## src/design/dmhm_pkg.sv

```systemverilog
// ----------------------------------------------------------------------------
// dmhm_pkg
// Shared types and constants for the direct-mapped hash map.
// ----------------------------------------------------------------------------
`default_nettype none

package dmhm_pkg;

   localparam int CMD_W         = 2;
   localparam int KEY_W         = 8;
   localparam int VALUE_W       = 16;
   localparam int ENTRIES_W     = 5;
   localparam int HASH_W        = 16;
   localparam int SLOTS_DEFAULT = 16;

   // djb2 seed
   localparam logic [HASH_W-1:0] HASH_INIT = 16'd5381;

   typedef enum logic [CMD_W-1:0] {
      CMD_INSERT = 2'd0,
      CMD_LOOKUP = 2'd1,
      CMD_REMOVE = 2'd2
   } cmd_type;

endpackage

`default_nettype wire

```

## src/design/direct_mapped_hash_map.sv

```systemverilog
// ----------------------------------------------------------------------------
// direct_mapped_hash_map
// Key/value table, one slot per bucket, djb2-hashed 8-bit keys.
// ----------------------------------------------------------------------------
// Each request word is an insert, lookup or remove of one 8-bit key; each
// gives exactly one response word carrying the lookup hit flag, the looked-up
// value (zero unless a lookup hits) and the number of occupied slots after the
// operation. The bucket is the djb2 hash of the key's decimal digits, least
// significant first, seeded with 5381, 16-bit wrap, modulo SLOTS. A slot holds
// one key; an insert into a slot owned by another key overwrites it, and a
// remove of a key not present changes nothing. Command code 3 is a no-op that
// still answers. Items run one at a time: a new request is accepted only
// once the previous one has reached its response register. Each request
// passes through the hash unit, d digit steps (d being the key's number of
// decimal digits, 0 for key zero, up to 3) plus two modulo steps, followed
// by the slot RAM read and the read-modify-write. The response sits in an
// output register, so the next request is taken while it waits for
// rsp_tready; an update stalls only while that register is full.
// Slot keys and values live in a RAM with no reset; occupancy is a valid bit
// per slot, cleared at reset, so the table is usable right after reset.
// ----------------------------------------------------------------------------
`default_nettype none

module direct_mapped_hash_map #(
   parameter int SLOTS = dmhm_pkg::SLOTS_DEFAULT
) (
   input  wire logic        clock,
   input  wire logic        reset,

   input  wire logic        req_tvalid,
   output logic             req_tready,
   // [1:0] cmd, [9:2] key, [25:10] value, [31:26] zero
   input  wire logic [31:0] req_tdata,

   output logic             rsp_tvalid,
   input  wire logic        rsp_tready,
   // [0] hit, [16:1] read_value, [21:17] entries, [23:22] zero
   output logic [23:0]      rsp_tdata
);

   localparam int IDX_W     = $clog2(SLOTS);
   localparam int CNT_W     = $clog2(SLOTS + 1);
   localparam int KEY_W     = dmhm_pkg::KEY_W;
   localparam int VALUE_W   = dmhm_pkg::VALUE_W;
   localparam int ENTRIES_W = dmhm_pkg::ENTRIES_W;
   localparam int CMD_W     = dmhm_pkg::CMD_W;
   localparam int SLOT_W    = KEY_W + VALUE_W;

   typedef enum logic [1:0] {
      T_IDLE,
      T_HASH,
      T_UPDATE
   } tstate_type;

   tstate_type                state_ff, state_in;
   dmhm_pkg::cmd_type         cmd_ff, cmd_in;
   logic [KEY_W-1:0]          key_ff, key_in;
   logic [VALUE_W-1:0]        value_ff, value_in;
   logic [IDX_W-1:0]          bucket_ff, bucket_in;
   logic [SLOTS-1:0]          valid_ff, valid_in;
   logic [CNT_W-1:0]          count_ff, count_in;
   logic                      rsp_valid_ff, rsp_valid_in;
   logic                      rsp_hit_ff, rsp_hit_in;
   logic [VALUE_W-1:0]        rsp_value_ff, rsp_value_in;
   logic [ENTRIES_W-1:0]      rsp_entries_ff, rsp_entries_in;

   logic                      accept;
   logic                      hash_done;
   logic [IDX_W-1:0]          hash_bucket;
   logic                      ram_wr_en;
   logic                      ram_rd_en;
   logic [SLOT_W-1:0]         ram_rd_data;
   logic [KEY_W-1:0]          slot_key;
   logic [VALUE_W-1:0]        slot_value;
   logic                      slot_valid;
   logic                      match;
   logic                      commit;
   logic [CNT_W+ENTRIES_W-1:0] count_ext;

   // take a request only when no item is in flight
   assign req_tready = (state_ff == T_IDLE);
   assign accept     = req_tvalid && req_tready;

   dmhm_hash #(
      .SLOTS (SLOTS)
   ) u_hash (
      .clock  (clock),
      .reset  (reset),
      .start  (accept),
      .key    (req_tdata[CMD_W +: KEY_W]),
      .done   (hash_done),
      .bucket (hash_bucket)
   );

   // slot store: {value, key}
   dmhm_ram #(
      .WIDTH (SLOT_W),
      .DEPTH (SLOTS)
   ) u_slots (
      .clock   (clock),
      .wr_en   (ram_wr_en),
      .wr_addr (bucket_ff),
      .wr_data ({value_ff, key_ff}),
      .rd_en   (ram_rd_en),
      .rd_addr (hash_bucket),
      .rd_data (ram_rd_data)
   );

   assign slot_key   = ram_rd_data[KEY_W-1:0];
   assign slot_value = ram_rd_data[SLOT_W-1:KEY_W];
   assign slot_valid = valid_ff[bucket_ff];
   assign match      = slot_valid && (slot_key == key_ff);

   // finish the update only when the response register is free this cycle
   assign commit = (state_ff == T_UPDATE) && (!rsp_valid_ff || rsp_tready);

   always_comb begin
      state_in       = state_ff;
      cmd_in         = cmd_ff;
      key_in         = key_ff;
      value_in       = value_ff;
      bucket_in      = bucket_ff;
      valid_in       = valid_ff;
      count_in       = count_ff;
      rsp_valid_in   = rsp_valid_ff && !rsp_tready;
      rsp_hit_in     = rsp_hit_ff;
      rsp_value_in   = rsp_value_ff;
      rsp_entries_in = rsp_entries_ff;
      ram_wr_en      = 1'b0;
      ram_rd_en      = 1'b0;
      count_ext      = '0;

      case (state_ff)
         T_IDLE: begin
            if (accept) begin
               cmd_in   = dmhm_pkg::cmd_type'(req_tdata[CMD_W-1:0]);
               key_in   = req_tdata[CMD_W +: KEY_W];
               value_in = req_tdata[CMD_W+KEY_W +: VALUE_W];
               state_in = T_HASH;
            end
         end
         T_HASH: begin
            // issue the slot read as the bucket lands
            if (hash_done) begin
               ram_rd_en = 1'b1;
               bucket_in = hash_bucket;
               state_in  = T_UPDATE;
            end
         end
         T_UPDATE: begin
            if (commit) begin
               rsp_hit_in   = 1'b0;
               rsp_value_in = '0;
               case (cmd_ff)
                  dmhm_pkg::CMD_INSERT: begin
                     ram_wr_en = 1'b1;
                     if (!slot_valid) begin
                        count_in = count_ff + CNT_W'(1);
                     end
                     valid_in[bucket_ff] = 1'b1;
                  end
                  dmhm_pkg::CMD_LOOKUP: begin
                     if (match) begin
                        rsp_hit_in   = 1'b1;
                        rsp_value_in = slot_value;
                     end
                  end
                  dmhm_pkg::CMD_REMOVE: begin
                     if (match) begin
                        valid_in[bucket_ff] = 1'b0;
                        count_in = count_ff - CNT_W'(1);
                     end
                  end
                  default: begin
                     // unused code: answer, change nothing
                  end
               endcase
               count_ext      = (CNT_W+ENTRIES_W)'(count_in);
               rsp_entries_in = count_ext[ENTRIES_W-1:0];
               rsp_valid_in   = 1'b1;
               state_in       = T_IDLE;
            end
         end
         default: begin
            state_in = T_IDLE;
         end
      endcase
   end

   // control state and registered outputs
   always_ff @(posedge clock) begin
      if (reset) begin
         state_ff     <= T_IDLE;
         valid_ff     <= '0;
         count_ff     <= '0;
         rsp_valid_ff <= 1'b0;
      end else begin
         state_ff     <= state_in;
         valid_ff     <= valid_in;
         count_ff     <= count_in;
         rsp_valid_ff <= rsp_valid_in;
      end
   end

   // payload, no reset
   always_ff @(posedge clock) begin
      cmd_ff         <= cmd_in;
      key_ff         <= key_in;
      value_ff       <= value_in;
      bucket_ff      <= bucket_in;
      rsp_hit_ff     <= rsp_hit_in;
      rsp_value_ff   <= rsp_value_in;
      rsp_entries_ff <= rsp_entries_in;
   end

   assign rsp_tvalid = rsp_valid_ff;
   assign rsp_tdata  = {2'b00, rsp_entries_ff, rsp_value_ff, rsp_hit_ff};

endmodule

`default_nettype wire

```

## src/design/dmhm_ram.sv

```systemverilog
// ----------------------------------------------------------------------------
// dmhm_ram
// Generic single-write, single-read RAM with a registered read port.
// ----------------------------------------------------------------------------
`default_nettype none

module dmhm_ram #(
   parameter int WIDTH = 8,
   parameter int DEPTH = 16
) (
   input  wire logic                     clock,
   input  wire logic                     wr_en,
   input  wire logic [$clog2(DEPTH)-1:0] wr_addr,
   input  wire logic [WIDTH-1:0]         wr_data,
   input  wire logic                     rd_en,
   input  wire logic [$clog2(DEPTH)-1:0] rd_addr,
   output logic      [WIDTH-1:0]         rd_data
);

   logic [WIDTH-1:0] mem_ff [DEPTH];
   logic [WIDTH-1:0] rd_data_ff;

   always_ff @(posedge clock) begin
      if (wr_en) begin
         mem_ff[wr_addr] <= wr_data;
      end
      if (rd_en) begin
         rd_data_ff <= mem_ff[rd_addr];
      end
   end

   assign rd_data = rd_data_ff;

endmodule

`default_nettype wire

```

## src/design/dmhm_hash.sv

```systemverilog
// ----------------------------------------------------------------------------
// dmhm_hash
// Iterative djb2 bucket unit: one decimal digit per cycle, then the
// 16-bit hash reduced modulo SLOTS eight bits per cycle.
// ----------------------------------------------------------------------------
`default_nettype none

module dmhm_hash #(
   parameter int SLOTS = dmhm_pkg::SLOTS_DEFAULT
) (
   input  wire logic                         clock,
   input  wire logic                         reset,
   input  wire logic                         start,
   input  wire logic [dmhm_pkg::KEY_W-1:0]   key,
   output logic                              done,
   output logic      [$clog2(SLOTS)-1:0]     bucket
);

   localparam int IDX_W = $clog2(SLOTS);
   localparam logic [IDX_W:0] SLOTS_T = (IDX_W+1)'(SLOTS);
   localparam int KEY_W = dmhm_pkg::KEY_W;
   localparam int HASH_W = dmhm_pkg::HASH_W;
   // k / 10 as (k * 205) >> 11, exact for 8-bit k
   localparam logic [7:0] RECIP_10 = 8'd205;
   localparam int RECIP_SH = 11;

   typedef enum logic [1:0] {
      H_IDLE,
      H_DIGIT,
      H_MOD_HI,
      H_MOD_LO
   } hstate_type;

   hstate_type         state_ff, state_in;
   logic [KEY_W-1:0]   k_ff, k_in;
   logic [HASH_W-1:0]  h_ff, h_in;
   logic [IDX_W-1:0]   rem_ff, rem_in;
   logic               done_ff, done_in;

   logic [KEY_W+7:0]   prod;
   logic [KEY_W-1:0]   quot;
   logic [KEY_W-1:0]   digit;
   logic [7:0]         mod_byte;
   logic [IDX_W-1:0]   mod_rem;
   logic [IDX_W:0]     trial;

   always_comb begin
      prod  = (KEY_W+8)'(k_ff) * (KEY_W+8)'(RECIP_10);
      quot  = KEY_W'(prod >> RECIP_SH);
      digit = k_ff - KEY_W'(quot * KEY_W'(10));

      // restoring remainder over one byte of the hash
      mod_byte = (state_ff == H_MOD_HI) ? h_ff[HASH_W-1:8] : h_ff[7:0];
      mod_rem  = (state_ff == H_MOD_HI) ? '0 : rem_ff;
      for (int i = 7; i >= 0; i--) begin
         trial = {mod_rem, mod_byte[i]};
         if (trial >= SLOTS_T) begin
            trial = trial - SLOTS_T;
         end
         mod_rem = trial[IDX_W-1:0];
      end
   end

   always_comb begin
      state_in = state_ff;
      k_in     = k_ff;
      h_in     = h_ff;
      rem_in   = rem_ff;
      done_in  = 1'b0;
      case (state_ff)
         H_IDLE: begin
            if (start) begin
               k_in     = key;
               h_in     = dmhm_pkg::HASH_INIT;
               state_in = (key == '0) ? H_MOD_HI : H_DIGIT;
            end
         end
         H_DIGIT: begin
            h_in = (h_ff << 5) + h_ff + HASH_W'(digit);
            k_in = quot;
            if (quot == '0) begin
               state_in = H_MOD_HI;
            end
         end
         H_MOD_HI: begin
            rem_in   = mod_rem;
            state_in = H_MOD_LO;
         end
         H_MOD_LO: begin
            rem_in   = mod_rem;
            done_in  = 1'b1;
            state_in = H_IDLE;
         end
         default: begin
            state_in = H_IDLE;
         end
      endcase
   end

   always_ff @(posedge clock) begin
      if (reset) begin
         state_ff <= H_IDLE;
         done_ff  <= 1'b0;
      end else begin
         state_ff <= state_in;
         done_ff  <= done_in;
      end
      k_ff   <= k_in;
      h_ff   <= h_in;
      rem_ff <= rem_in;
   end

   assign done   = done_ff;
   assign bucket = rem_ff;

endmodule

`default_nettype wire

```

## config.mk

```make
export PLATFORM = sky130hd
export DESIGN_NAME = direct_mapped_hash_map
export DESIGN_NICKNAME = d
export VERILOG_FILES = /design/src/design/dmhm_pkg.sv /design/src/design/direct_mapped_hash_map.sv /design/src/design/dmhm_ram.sv /design/src/design/dmhm_hash.sv
export SDC_FILE = /design/constraint.sdc
export NUM_CORES = 1
export LEC_CHECK = 0
export CAP_MARGIN = 0
export CORE_MARGIN = 2
export CORE_UTILIZATION = 59
export CTS_CLUSTER_DIAMETER = 200
export DETAILED_ROUTE_END_ITERATION = 7
export DONT_BUFFER_PORTS = 1
export PLACE_DENSITY = 0.75
export SETUP_SLACK_MARGIN = 0.5
export SYNTH_ARGS = -nofsm -noshare
export SYNTH_HDL_FRONTEND = slang
export SYNTH_SLANG_ARGS = --single-unit
export TNS_END_PERCENT = 100
```

## constraint.sdc

```tcl
create_clock -name clock -period 11.6 [get_ports clock]
set_input_delay 2.9 -clock clock [delete_from_list [all_inputs] [get_ports clock]]
set_output_delay 2.9 -clock clock [all_outputs]
set_load 0.01 [all_outputs]
```

==> summary.md, run 1 <==
| Metric | Value |
|---|---|
| Post-layout minimum cycle time | ~8.4 ns |
| Synth cell types | 60 |
| CTS resizes | 0 |
| Residual DRC | 0 |
| Seq cells post-synth | around 510 |
| FP Rows | 70 |
| Vias in the first global route | about 11000 |
| Number of H-tree levels | 2 |
| GPL Wtd Cong | roughly 0.8 |
| Initial Util | 0.595 |
| WL final | about 44000 µm |
| CTS Root Cell | clkbuf_16 |
| Drt pass-1 iters | 5 |
| Sequential fraction of the synthesis area | 0.698 |
| Status | finished clean |
| Slowest stage delay, CP | roughly 0.73 ns |
| Hold_buf cts | 0 |
| Die height | ~200 µm |
| F_max | between 0.1 and 0.15 GHz |
| Fillers | 2335 |
| Die W | between 150 and 200 µm |
| Maximum number of pins on one net before global-route repair | between 50 and 60 |
| Cell Area, Synth | between 20000 and 25000 µm² |
| CP arrival | just under 9 ns |
| Most used cell, CP | ha_1 |
| 1st-iter DRT viols | 939 |
| Flop2flop setup slack | around 3.2 ns |
| Fin crit share | 0.721 |
| Synthesized instance count | about 1100 |
| Nets | between 1000 and 1500 |
| TritonCTS Sinks | 511 |
| WP data required | ~12 ns |
| Crit. End Element | flop |
| Syn avg cell area | 18.8 µm² |
| WS Path Type | reg2reg |
| Ys async rst share | 0 |
| Final hold viol count | 0 |
| Adder-cell share of the synthesized area | 0.0614 |
| Clock-pin slew on the worst setup and hold paths | ~0.06 ns |
| First-pass GRT wire length | about 67000 µm |
| Initial antenna violation count | 0 |
| I/O pin cnt | 62 |
| Postcts setup bufs | 0 |
| # setup viols final | 0 |
| Final TNS setup | 0 ns |
| Sequential cell area | about 15000 µm² |
| GRT Util Overall | 0.236 |
| # diodes | 0 |
| Layout area overhead | 10.0% |
| Detail Route Antenna Nets | 0 |
| Port bufs | 0 |
| Multi-input gate area | around 6300 µm² |
| Yosys warns | 0 |
| Number of synthesized flops with an enable pin | slightly below 500 |
| CTS tree | yes |
| RSZ-0062 raised after global routing | no |
| Top FF cell, synth | edfxtp_1 |
| Mux share of post-synthesis cell area | 0.136 |
| Avg WL per Cell | 26.2 µm |
| Max-slew headroom | 0.213 |
| Setup WS pre-CTS | 3.27 ns |
| DP Wirelength | between 20000 and 25000 µm |
| Share of cells above drive strength 1 | 0.196 |
| CP Max Fanout | 6 |
| Max clock buf depth | 3 |
| Main combinational cell family by area after synthesis | multiplexers |
| Layout Skew | approximately 0.021 ns |
| Die area | 38200 µm² |
| Clock Latency Late Sink | 0.55 ns |
| Compound-Gate Fraction of Synth Area | 0.0362 |
| TritonCTS Buffers | between 40 and 50 |
| Core box area | approximately 36000 µm² |
| Setup ws final | between 3 and 4 ns |
| Critical-path top delay cell | o311ai_1 |
| Worst slew pin tran | 1.18 ns |
| Worst min path class | reg2reg |
| Max cap viols | 0 |
| Critical Path Start Type | flop |
| DR vias | between 10000 and 15000 |
| Pins over their slew limit | 0 |
| Synth Area in Simple Gates | 0.0344 |
| Total global routing overflow | 0 |
| Vias/cell | 6.37 |
| XOR/XNOR Fraction of Synth Area | 0.0166 |
[routing by layer]
layer / global-route usage / wire length (µm)
met5: 0 / 0
met4: 0.0735 / 1210
met3: 0.0396 / 2930
met2: 0.393 / 21900
met1: 0.325 / 17700
[placed cells by master, fill, tap and decap left out, types with 24 or more instances in the layout]
cell type,count
a21oi_1,48
and2_1,24
clkbuf_16,50
dfxtp_1,27
edfxtp_1,484
ha_1,82
inv_1,46
mux4_2,120
nor2_1,30
xnor2_1,28
[through the flow]
step | hold WS [ns] | instances | area [µm²] | util
2_1_floorplan | 0.424 | 1150 | 21600 | -
3_3_place_gp | 0.495 | 1577 | 22200 | 0.610
3_5_place_dp | 0.504 | 1577 | 22200 | 0.610
4_1_cts | 0.513 | 1666 | 23800 | 0.654
5_1_grt | 0.532 | 1666 | 23800 | 0.654
6_report | 0.513 | 1666 | 23800 | 0.654
[cell usage after synthesis, types with 5 or more instances]
| master | instances | area share |
|---|---|---|
| a211oi_1 | 16 | 0.0056 |
| xnor2_1 | 28 | 0.011 |
| inv_1 | 46 | 0.0080 |
| edfxtp_1 | 484 | 0.67 |
| mux4_2 | 120 | 0.13 |
| nor2_1 | 48 | 0.0083 |
| dfxtp_1 | 27 | 0.025 |
| nand2_1 | 19 | 0.0033 |
| a21o_1 | 9 | 0.0031 |
| buf_1 | 5 | 0.00087 |
| a21oi_1 | 48 | 0.011 |
| ha_1 | 82 | 0.047 |
| nand2b_1 | 7 | 0.0020 |
| nor3_1 | 12 | 0.0028 |
| xor2_1 | 13 | 0.0053 |
| mux2_2 | 8 | 0.0042 |
| nor2b_1 | 8 | 0.0023 |
| and2_1 | 25 | 0.0072 |
| buf_2 | 5 | 0.0012 |
| o21ai_0 | 18 | 0.0042 |
| clkbuf_1 | 35 | 0.0061 |
| fa_1 | 15 | 0.014 |
| o21bai_1 | 5 | 0.0017 |
| nand4_1 | 6 | 0.0017 |
[critical path, delay by kind of cell, from the launching register on]
kind	cells	cell delay [ns]
adder cells (fa/ha/maj)	11	4.35
AND/OR/NAND/NOR	3	0.65
AO/OA/AOI/OAI	7	1.83
XOR/XNOR	3	0.46
flip-flops	1	0.53
buffers and inverters	5	0.31
[path summary, 6_finish.rpt]
path	startpoint	cells after the start	end
max	u_hash.k_ff[2]$_DFFE_PP_	29	u_hash.h_ff[11]$_SDFFCE_PN0P_
max reg2reg	u_hash.k_ff[2]$_DFFE_PP_	29	u_hash.h_ff[11]$_SDFFCE_PN0P_
min reg2reg	flop	2	flop
min	flop	2	flop
[cell type report]
cell class,instances,share of cell area
clock buffers,59,0.0540
clock inverters,30,0.0132
inverters,46,0.00726
multi-input cells,544,0.265
flip-flops and latches,511,0.634
well taps,468,0.0246
repair buffers,8,0.00253
[cell families after synthesis]
family          Yosys count
xor+xnor                 41
other cells               1
buf+inv                  95
flops                   511
simple gates            145
fa+ha+maj                97
mux                     136
compound gates          123
[sequential cells by signal, summed over array words and instances, names as in the netlist, 8 cells and up, named ones only]
register / flops
key_ff: 8
u_hash.h_ff: 12
u_slots.rd_data: 24
rsp_value_ff: 16
value_ff: 16
u_hash.k_ff: 8
u_slots.mem_ff: 384
Power of run 1 is not shown: default switching activity piles up to over one toggle a cycle in this logic, so the estimate is an artifact.
==> run 2, diff against run 1 <==
--- a/config.mk
+++ b/config.mk
@@ -7,7 +7,7 @@
 export LEC_CHECK = 0
 export CAP_MARGIN = 0
 export CORE_MARGIN = 2
-export CORE_UTILIZATION = 59
+export CORE_UTILIZATION = 57
 export CTS_CLUSTER_DIAMETER = 200
 export DETAILED_ROUTE_END_ITERATION = 7
 export DONT_BUFFER_PORTS = 1
==> constraint.sdc (replaced) <==
create_clock -name clock -period 6.7 [get_ports clock]
set_input_delay 1.675 -clock clock [delete_from_list [all_inputs] [get_ports clock]]
set_output_delay 1.675 -clock clock [all_outputs]
set_load 0.01 [all_outputs]
==> summary.md, run 2 (synthesis results as in run 1) <==
| Metric | Value |
|---|---|
| Clock Latency Late Sink | between 0.5 and 0.6 ns |
| CTS Root Cell | clkbuf_16 |
| Share of cells above drive strength 1 | 0.267 |
| Worst min path class | reg2reg |
| Avg WL per Cell | 25.7 µm |
| Final hold viol count | 0 |
| Max cap viols | 0 |
| Most common cell after layout, fill and taps aside | edfxtp_1 |
| GRT Max-Usage Layer | met2 |
| Initial antenna violation count | 1 |
| Die W | ~200 µm |
| Max clock buf depth | 3 |
| WS Path Type | reg2reg |
| M3 GR Usage | 0.0436 |
| CP arrival | between 7 and 8 ns |
| Fin crit share | 1.06 |
| WL final | approximately 46000 µm |
| GRT Util Overall | 0.241 |
| GPL Wtd Cong | 0.793 |
| Status | finished, violations left |
| Hold_ws | roughly 0.5 ns |
| CTS tree | yes |
| Post-layout minimum cycle time | around 7.1 ns |
| DR vias | roughly 11000 |
| Residual DRC | 0 |
| WP data required | 7.01 ns |
| Number of H-tree levels | 2 |
| Total global routing overflow | 0 |
| Clock-pin slew on the worst setup and hold paths | around 0.060 ns |
| TritonCTS Sinks | 511 |
| Die height | just under 200 µm |
| Hold_buf cts | 0 |
| Maximum number of pins on one net before global-route repair | 57 |
| Setup ws final | -0.410 ns |
| FP Rows | 71 |
| Fillers | ~2500 |
| 1st-iter DRT viols | just under 1000 |
| Final TNS setup | -1.67 ns |
| Max-slew headroom | 0.183 |
| Die area | approximately 39000 µm² |
| F_max | 0.141 GHz |
| DP Area | between 20000 and 25000 µm² |
| Vias/cell | 6.15 |
| Port bufs | 0 |
| Critical-path top delay cell | fa_1 |
| Critical Path Start Type | flop |
| Layout Skew | about 0.019 ns |
| TritonCTS Buffers | 50 |
| Grt met2 use | 0.401 |
| Vias in the first global route | roughly 11000 |
| Failing checks | negative setup slack |
| Most used cell, CP | ha_4 |
| Layout area overhead | 14.2% |
| Setup WS pre-CTS | -0.535 ns |
| Initial Util | 0.576 |
| Slowest stage delay, CP | 0.53 ns |
| Most frequent cells in the layout | edfxtp_1 (484), mux4_2 (120), ha_1 (69) |
| Routing usage on met1 | 0.332 |
| Nets | 1356 |
| Worst slew pin tran | about 1.2 ns |
| Core box area | 37500 µm² |
| DP Wirelength | around 24000 µm |
| # setup viols final | 5 |
| Largest register FFs | roughly 380 |
| Crit. End Element | flop |
| First-pass GRT wire length | slightly below 70000 µm |
| Detail Route Antenna Nets | 0 |
| CP Max Fanout | 4 |
| RSZ-0062 raised after global routing | yes |
| Post-route design area | 24700 µm² |
| Drt pass-1 iters | 7 |
| Reg with most FFs | u_slots.mem_ff |
| Pins over their slew limit | 0 |
| I/O pin cnt | 62 |
-- run 2: cell types whose count changed in the layout (fill, tap and decap cells not counted), moves of 3 or more --
cell | before | now
inv_1 | 46 | 40
xnor2_2 | 0 | 4
o21ai_0 | 18 | 13
a21oi_1 | 48 | 43
inv_2 | 0 | 5
xnor2_1 | 28 | 23
buf_4 | 8 | 68
a21oi_2 | 1 | 4
ha_1 | 82 | 69
ha_4 | 0 | 11
-- run 2: repair_timing --
| item | 4_1_cts | 5_1_grt |
|---|---|---|
| endpoints found under the setup margin | 8 | 9 |
| setup buffers | 8 | 5 |
| pin swaps | 21 | 19 |
| gates resized for setup | 18 | 17 |
-- run 2: worst max-delay path, delay by kind of cell (launching register included) --
family / cells / cell delay, ns
and+or+nand+nor: 2 / 0.50
buffers and inverters: 6 / 0.42
xor gates and xnor gates: 3 / 0.43
adders and majority gates: 11 / 3.74
AOI/OAI and AO/OA: 8 / 1.30
DFF: 1 / 0.49
-- run 2: final timing paths --
kind | from | cells after the start | slack [ns] | to
max | u_hash.k_ff[1]$_DFFE_PP_ | 30 | -0.41 | u_hash.h_ff[9]$_SDFFCE_PN0P_
min | flop | 2 | 0.51 | flop
max reg2reg | u_hash.k_ff[1]$_DFFE_PP_ | 30 | -0.41 | u_hash.h_ff[9]$_SDFFCE_PN0P_
min reg2reg | flop | 2 | 0.51 | flop
-- run 2: layout make-up --
type                    instances  area (µm²)  share of cell area
clock inverters                27         322              0.0130
inverters                      46         175             0.00710
well taps                     511         639              0.0259
clock buffers                  62        1320              0.0534
flip-flops and latches        511       15100               0.611
multi-input cells             544        6610               0.268
diodes                          1        2.50            0.000101
repair buffers                 70         533              0.0216
-- run 2: routing by layer --
metal	up-vias	share of wire
li1	4734	-
met1	5706	0.41
met2	386	0.51
met3	63	0.065
met4	0	0.022
met5	-	0
-- run 2: per-stage QoR --
step | util | cells
2_1_floorplan | - | 1150
3_3_place_gp | 0.606 | 1669
3_5_place_dp | 0.606 | 1669
4_1_cts | 0.654 | 1766
5_1_grt | 0.658 | 1771
6_report | 0.658 | 1772
Power of run 2 is left out for the same reason.
